===== config.mk =====
export PLATFORM = sky130hd
export DESIGN_NAME = ffu_burner
export DESIGN_NICKNAME = d
export VERILOG_FILES = /design/src/ffu_pkg.sv /design/src/ffu_burner.sv
export SDC_FILE = /design/constraint.sdc
export NUM_CORES = 1
export LEC_CHECK = 0
export BUFFER_PORTS_ARGS = -buffer_cell sky130_fd_sc_hd__buf_2
export CAP_MARGIN = 20
export CORE_MARGIN = 5
export CORE_UTILIZATION = 70
export CTS_CLUSTER_SIZE = 8
export DETAILED_ROUTE_END_ITERATION = 16
export PLACE_DENSITY_LB_ADDON = 0.1
export SYNTH_ARGS = -nofsm -noshare
export SYNTH_HDL_FRONTEND = slang
export SYNTH_SLANG_ARGS = --single-unit

===== constraint.sdc =====
create_clock -name i_clk -period 19.1 [get_ports i_clk]
set_clock_uncertainty 0.2 [all_clocks]
set_input_delay 1.91 -clock i_clk [delete_from_list [all_inputs] [get_ports i_clk]]
set_output_delay 1.91 -clock i_clk [all_outputs]
set_load 0.05 [all_outputs]

===== src/ffu_pkg.sv =====
// Shared types, constants and helper functions of the fire field engine.
`default_nettype none

package ffu_pkg;

    // Field and register widths
    localparam int CMD_W     = 2;
    localparam int POS_W     = 8;
    localparam int HEAT_W    = 16;
    localparam int DIM_W     = 9;
    localparam int COOL_W    = 16;
    localparam int GAIN_W    = 15;
    localparam int REACH_W   = 4;
    localparam int RSQ_W     = 8;
    localparam int CFG_IDX_W = 3;
    localparam int CFG_DAT_W = 16;
    localparam int RNG_W     = 32;
    // Column carried with a burner beat: wide enough for 1024 columns
    localparam int COORD_W   = 10;

    // Commands
    localparam logic [CMD_W-1:0] CMD_FRAME = 2'd0;
    localparam logic [CMD_W-1:0] CMD_FIRE  = 2'd1;
    localparam logic [CMD_W-1:0] CMD_READ  = 2'd2;
    localparam logic [CMD_W-1:0] CMD_CLEAR = 2'd3;

    // Register indexes
    localparam logic [CFG_IDX_W-1:0] REG_GRID_WIDTH  = 3'd0;
    localparam logic [CFG_IDX_W-1:0] REG_GRID_HEIGHT = 3'd1;
    localparam logic [CFG_IDX_W-1:0] REG_COOLING     = 3'd2;
    localparam logic [CFG_IDX_W-1:0] REG_BURNER_ON   = 3'd3;
    localparam logic [CFG_IDX_W-1:0] REG_BURNER_GAIN = 3'd4;
    localparam logic [CFG_IDX_W-1:0] REG_FB_REACH    = 3'd5;
    localparam logic [CFG_IDX_W-1:0] REG_FB_RSQ      = 3'd6;

    // Register reset values
    localparam logic [DIM_W-1:0]   RST_GRID_WIDTH  = 9'd256;
    localparam logic [DIM_W-1:0]   RST_GRID_HEIGHT = 9'd256;
    localparam logic [COOL_W-1:0]  RST_COOLING     = 16'd922;
    localparam logic               RST_BURNER_ON   = 1'b1;
    localparam logic [GAIN_W-1:0]  RST_BURNER_GAIN = 15'd16384;
    localparam logic [REACH_W-1:0] RST_FB_REACH    = 4'd11;
    localparam logic [RSQ_W-1:0]   RST_FB_RSQ      = 8'd111;

    localparam logic [HEAT_W-1:0] FULL_HEAT = 16'hffff;
    localparam logic [RNG_W-1:0]  RNG_SEED  = 32'h2545f491;
    localparam int MIN_DIM = 8;

    // Burner: 0.88 and 0.12 of full heat, truncated
    localparam logic [15:0] BURN_BASE = 16'd57671;
    localparam logic [12:0] BURN_SPAN = 13'd7864;
    localparam int          BURN_U_W  = 24;
    localparam int          GAIN_FRAC = 14;

    typedef struct packed {
        logic               valid;
        logic               on;
        logic [COORD_W-1:0] x;
        logic [RNG_W-1:0]   r;
    } t_burn_in;

    typedef struct packed {
        logic               valid;
        logic               pending;
        logic [COORD_W-1:0] x;
        logic [HEAT_W-1:0]  heat;
    } t_burn_out;

    // xorshift32, shifts 13 / 17 / 5
    function automatic logic [RNG_W-1:0] xorshift32(input logic [RNG_W-1:0] s);
        logic [RNG_W-1:0] t;
        t = s ^ (s << 13);
        t = t ^ (t >> 17);
        t = t ^ (t << 5);
        return t;
    endfunction

    function automatic logic [1:0] mod3_small(input logic [3:0] v);
        logic [1:0] m;
        case (v)
            4'd0, 4'd3, 4'd6, 4'd9, 4'd12, 4'd15: m = 2'd0;
            4'd1, 4'd4, 4'd7, 4'd10, 4'd13:       m = 2'd1;
            default:                              m = 2'd2;
        endcase
        return m;
    endfunction

    // 4 == 1 and 256 == 1 mod 3: fold 2-bit digits per byte, then bytes
    function automatic logic [1:0] mod3_32(input logic [RNG_W-1:0] r);
        logic [3:0] digit_sum;
        logic [3:0] byte_sum;
        byte_sum = 4'd0;
        for (int b = 0; b < 4; b++) begin
            digit_sum = 4'(r[8*b +: 2]) + 4'(r[8*b+2 +: 2])
                      + 4'(r[8*b+4 +: 2]) + 4'(r[8*b+6 +: 2]);
            byte_sum  = byte_sum + 4'(mod3_small(digit_sum));
        end
        return mod3_small(byte_sum);
    endfunction

endpackage

`default_nettype wire


===== src/ffu_burner.sv =====
// Burner row heat: two-stage pipeline, flare base then gain with saturation.
`default_nettype none

module ffu_burner (
    input  wire logic                          i_clk,
    input  wire logic                          i_rst_n,
    input  wire logic [ffu_pkg::GAIN_W-1:0]    i_gain,
    input  wire ffu_pkg::t_burn_in             i_beat,
    output ffu_pkg::t_burn_out                 o_beat
);
    import ffu_pkg::*;

    localparam int PROD1_W = 13 + BURN_U_W;
    localparam int PROD2_W = HEAT_W + GAIN_W;

    logic                r_s1_valid;
    logic                r_s1_on;
    logic [COORD_W-1:0]  r_s1_x;
    logic [HEAT_W-1:0]   r_s1_base;
    logic                r_s2_valid;
    logic [COORD_W-1:0]  r_s2_x;
    logic [HEAT_W-1:0]   r_s2_heat;

    logic [PROD1_W-1:0]  w_prod1;
    logic [HEAT_W-1:0]   w_base;
    logic [PROD2_W-1:0]  w_prod2;
    logic [HEAT_W:0]     w_scaled;
    logic [HEAT_W-1:0]   w_heat;

    // base = 0.88 + 0.12 * u / 2^24 in heat units
    assign w_prod1 = PROD1_W'(BURN_SPAN) * PROD1_W'(i_beat.r[BURN_U_W-1:0]);
    assign w_base  = BURN_BASE + HEAT_W'(w_prod1[PROD1_W-1:BURN_U_W]);

    assign w_prod2  = PROD2_W'(r_s1_base) * PROD2_W'(i_gain);
    assign w_scaled = w_prod2[PROD2_W-1:GAIN_FRAC];

    always_comb begin
        if (!r_s1_on) begin
            w_heat = '0;
        end else if (w_scaled[HEAT_W]) begin
            w_heat = FULL_HEAT;
        end else begin
            w_heat = w_scaled[HEAT_W-1:0];
        end
    end

    always_ff @(posedge i_clk) begin
        if (!i_rst_n) begin
            r_s1_valid <= 1'b0;
            r_s2_valid <= 1'b0;
        end else begin
            r_s1_valid <= i_beat.valid;
            r_s2_valid <= r_s1_valid;
        end
        r_s1_on   <= i_beat.on;
        r_s1_x    <= i_beat.x;
        r_s1_base <= w_base;
        r_s2_x    <= r_s1_x;
        r_s2_heat <= w_heat;
    end

    assign o_beat.valid   = r_s2_valid;
    assign o_beat.pending = r_s1_valid;
    assign o_beat.x       = r_s2_x;
    assign o_beat.heat    = r_s2_heat;

endmodule

`default_nettype wire


## After elaboration in Yosys (flattened, before gate mapping)

Index checks and enable logic that the tools add are counted.

| operators by class | value |
|---|---|
| equality and inequality tests | 0 |
| divide/modulo/power cells | 0 |
| add/subtract/negate cells | 1 |
| magnitude comparators | 0 |
| mux-type cells | 1 |
| bitwise operators | 0 |
| reduce and logical (&&, ||, !) cells | 0 |
| shifts and indexed selects | 0 |
| multiply operators | 2 |

Operators by type and width:

| cell | count |
|---|---|
| multiplier 10 x 24 -> 34 bit, first input constant | 1 |
| multiplier 16 x 15 -> 31 bit | 1 |
| 2-to-1 mux 16 bit | 1 |
| adder 14 x 14 -> 15 bit, first input constant | 1 |

| storage, ports and cells | value |
|---|---|
| output and inout bits | 28 |
| word-level logic and storage cells | 11 |
| bits in latches | 0 |
| register bits after elaboration | 54 |
| bits in writable memories | 0 |
| memories | 0 |
| memory bits (read-only) | 0 |
| input port bits | 61 |

## Depth between registers and ports, before layout

| depth | value |
|---|---|
| depth in word-level cells | 2 |
| gate-level depth with buffers | 25 |
| mapped depth without buffers | 25 |

## Worst setup path before layout

OpenSTA, ideal clock, no wires.

| path | value |
|---|---|
| path type | input port to flip-flop |
| start | input i_gain[0] in the netlist's numbering |
| end | register r_s2_heat[10] |
| required time | 18842 ps |
| setup time | 58 ps |
| arrival | 8003 ps |
| cell stages on the path | 25 |
| path buffers | 2 |
| path slack | 10839 ps |
| path through | clkbuf_1 nand2_1 fa_1 inv_1 fa_1 fa_1 inv_1 fa_1 inv_1 fa_1 inv_1 fa_1 inv_1 ha_1 a21o_1 a21o_1 a21o_1 a21o_1 a21o_1 a211oi_2 o2111ai_1 a21oi_1 xor2_1 buf_2 o21a_1 |

| on the way | value |
|---|---|
| word-level cells in the longest chain between the ends | 2 |

RTL lines:

| item | RTL line | source |
|---|---|---|
| start: declaration | ffu_burner.sv:7 | `input wire logic [ffu_pkg::GAIN_W-1:0] i_gain,` |
| multiplier 16 x 15 -> 31 bit | ffu_burner.sv:34 | `assign w_prod2 = PROD2_W'(r_s1_base) * PROD2_W'(i_gain);` |
| 2-to-1 mux 16 bit | ffu_burner.sv:40 | `end else if (w_scaled[HEAT_W]) begin` |
| end signal: assignment | ffu_burner.sv:59 | `r_s2_heat <= w_heat;` |
| end: declaration | ffu_burner.sv:22 | `logic [HEAT_W-1:0] r_s2_heat;` |

Every way passes these cells.
A chain may end at the register's enable or synchronous reset.

## Worst setup path in the final report

| path | value |
|---|---|
| start | input i_gain[0] in the netlist's numbering |
| end | register r_s2_heat[3] |

Same word-level chain as after synthesis.

==> results.cfg <==
[run_status]
status = finished, final reports clean

[sta]
worst_pin_slew_ns = 0.751
setup_viol = 0
relSlewSlack = 0.499
hold_viol_final = 0
rsz0062_at_grt = false
finalMaxSlewViolations = 0
clock.fmax_mhz = 116
min_period_ns = 8.65
fin_setup_tns_ns = 0
fin_crit_sh = 0.453

[worst_setup_path]
crit_start = i_gain[0]
r2r_start = r_s1_base[14]
endpoint_kind = register
critPathLaunchType = input port
critPathMaxFanout = 14
cp_data_required_time_ns = 19.14
criticalPathCategory = input port to register
cp.arrival_ns = 8.69

[cells_and_area]
nets = 2148
instances_no_fill = 1848
regArea_sq_um = 1080
multiInputGateArea_sq_um = 11700
area_growth_pct = 5.15
drive_above_1_share = 0.0665
mostFrequentLayoutCell = inv_1
final_cell_mix = 404 x inv_1, 303 x fa_1, 207 x ha_1, 167 x nand2_1
final_area_sq_um = 15200
diodes = 0
fillers = 1555

[die]
core_area_sq_um = 20300
fp.dieArea_sq_um = 23600
num_rows = 52
io_pins = 89
die_w_um = 154
die_height_um = 154
start_util = 0.711

[logic_synthesis]
synth_area_per_cell_sq_um = 9.45
synth-compound-area-share = 0.0705
post_synth_fa_ha_maj_area_fraction = 0.600
synthMuxAreaShare = 0.00277
syn_inst = 1528
ys.flop_type = dfxtp_1
synth_top_area_cell = fa_1
synth-edff-count = 0
synthSimpleGateAreaFrac = 0.115
synth_top_area_share = 0.420
ys_ff_latch = 54
syn-cell-area_sq_um = 14400
synth_seq_area_share = 0.0749
ys_warn_count = 0
synth_fp_nets = 2099
synth_xor_xnor_area_share = 0.0218
synth_top_family_by_area = adder cells
async_flop_share = 0
synthTopCellsByArea = fa_1 42%, ha_1 18%, inv_1 11%
synth_cell_types = 62

[placement]
placedCellCount = 1840
dpl_cell_area_sq_um = 15000
gp_congestion = 0.838
port_buffers = 80
hpwl_um = 24800

[global_route]
grt_pass1_wl_um = 51300
track_usage = 0.261
grt_pass1_vias = 11274
antenna_found_initial = 0
grt_max_degree = 20
grt-ovfl-total = 0

[clock_tree]
cts_tree = built
numCtsBuffers = 5
clock_latency_ns = 0.29
cts_resized = 0
cts_setup_buffers = 0
h-tree-depth = 2
cts_sinks = 54
ctsRootBufferMaster = clkbuf_16
clk_path_buf_depth = 2
clk_pin_slew_ns = 0.07
holdBufCountCts = 0

[route]
vias = 10105
avgRoutedWirePerCell_um = 15.5
drtIter0Drc = 430
ant_nets = 0
drt-total-wl_um = 28700
drc = 0
viasPerCell = 5.47
drtPass1Iterations = 5

[min_path]
hp-class = register to register
min_from = r_s1_x[1]

[flow_run]
maxCapViolCount = 0
final timing paths:
| path | end | depth (start not counted) | slack, ns |
|---|---|---|---|
| min | r_s2_x[1] | 0 | 0.13 |
| max reg2reg | r_s2_heat[3] | 24 | 11.51 |
| min reg2reg | r_s2_x[1] | 0 | 0.13 |
| max | r_s2_heat[3] | 25 | 10.45 |
state kept, by name, indices dropped and copies added (netlist names):
register and flops:
r_s2_valid 1, r_s2_heat 16, r_s1_x 10, r_s2_x 10
r_s1_base 15, r_s1_valid 1, r_s1_on 1
per-stage QoR:
| step | util | worst slack, ns | hold slack (ns) |
|---|---|---|---|
| final | 0.748 | 10.45 | 0.127 |
| after detailed placement | 0.740 | 10.18 | 0.112 |
| after CTS | 0.748 | 10.42 | 0.125 |
| after global routing | 0.748 | 10.08 | 0.132 |
| after global placement | 0.740 | 9.87 | 0.110 |
| after floorplan | - | 10.84 | 0.110 |
cell type report:
class | count | area share
well taps | 270 | 0.0223
repair buffers | 81 | 0.0269
clock buffers | 5 | 0.00824
flip-flops and latches | 54 | 0.0712
clock inverters | 3 | 0.00190
multi-input cells | 1031 | 0.770
inverters | 404 | 0.0999
logic make-up after synthesis:
logic type / count (synthesis)
buf+inv: 443
flops: 54
mux: 4
compound gates: 144
simple gates: 338
xor+xnor: 35
fa+ha+maj: 510
synth_stat cells (all sizes together), types with 2 or more instances:
library cell and instances:
a2111oi 2, a211o 4, a211oi 10, a21o 18
a21oi 35, a311o 2, a31oi 11, a41o 2
and2 80, and3 5, and4 7, buf 5
clkbuf 34, dfxtp 54, fa 303, ha 207
inv 404, mux2i 4, nand2 167, nand2b 10
nand3 14, nand3b 3, nand4 5, nor2 28
nor2b 3, nor3 9, o2111ai 2, o21a 19
o21ai 21, o21bai 4, o221ai 2, o311a 2
o311ai 2, xnor2 25, xor2 10
routing by layer:
layer	up-vias	wire length, um	global-route usage
li1	4734	-	-
met1	5046	11900	0.340
met2	267	14700	0.464
met3	58	1410	0.0309
met4	0	686	0.0711
met5	-	0	0
worst max-delay path: stages:
cell and delay [ns]:
buf_2 0.25, nand2_1 0.16, fa_1 0.57, inv_1 0.05, fa_1 0.49, fa_1 0.52
inv_1 0.05, fa_1 0.53, inv_1 0.05, fa_1 0.51, inv_1 0.06, fa_1 0.48
inv_1 0.04, ha_1 0.33, a21o_1 0.18, a21o_1 0.16, a21o_1 0.20, a21o_1 0.21
a21o_1 0.21, a211oi_2 0.37, o2111ai_1 0.24, a21oi_1 0.22, xor2_1 0.45, buf_4 0.27
o31a_1 0.15
Power is left out: the tool's default activity adds up to more than one toggle a clock period on the data nets, which glitch-free logic cannot reach.
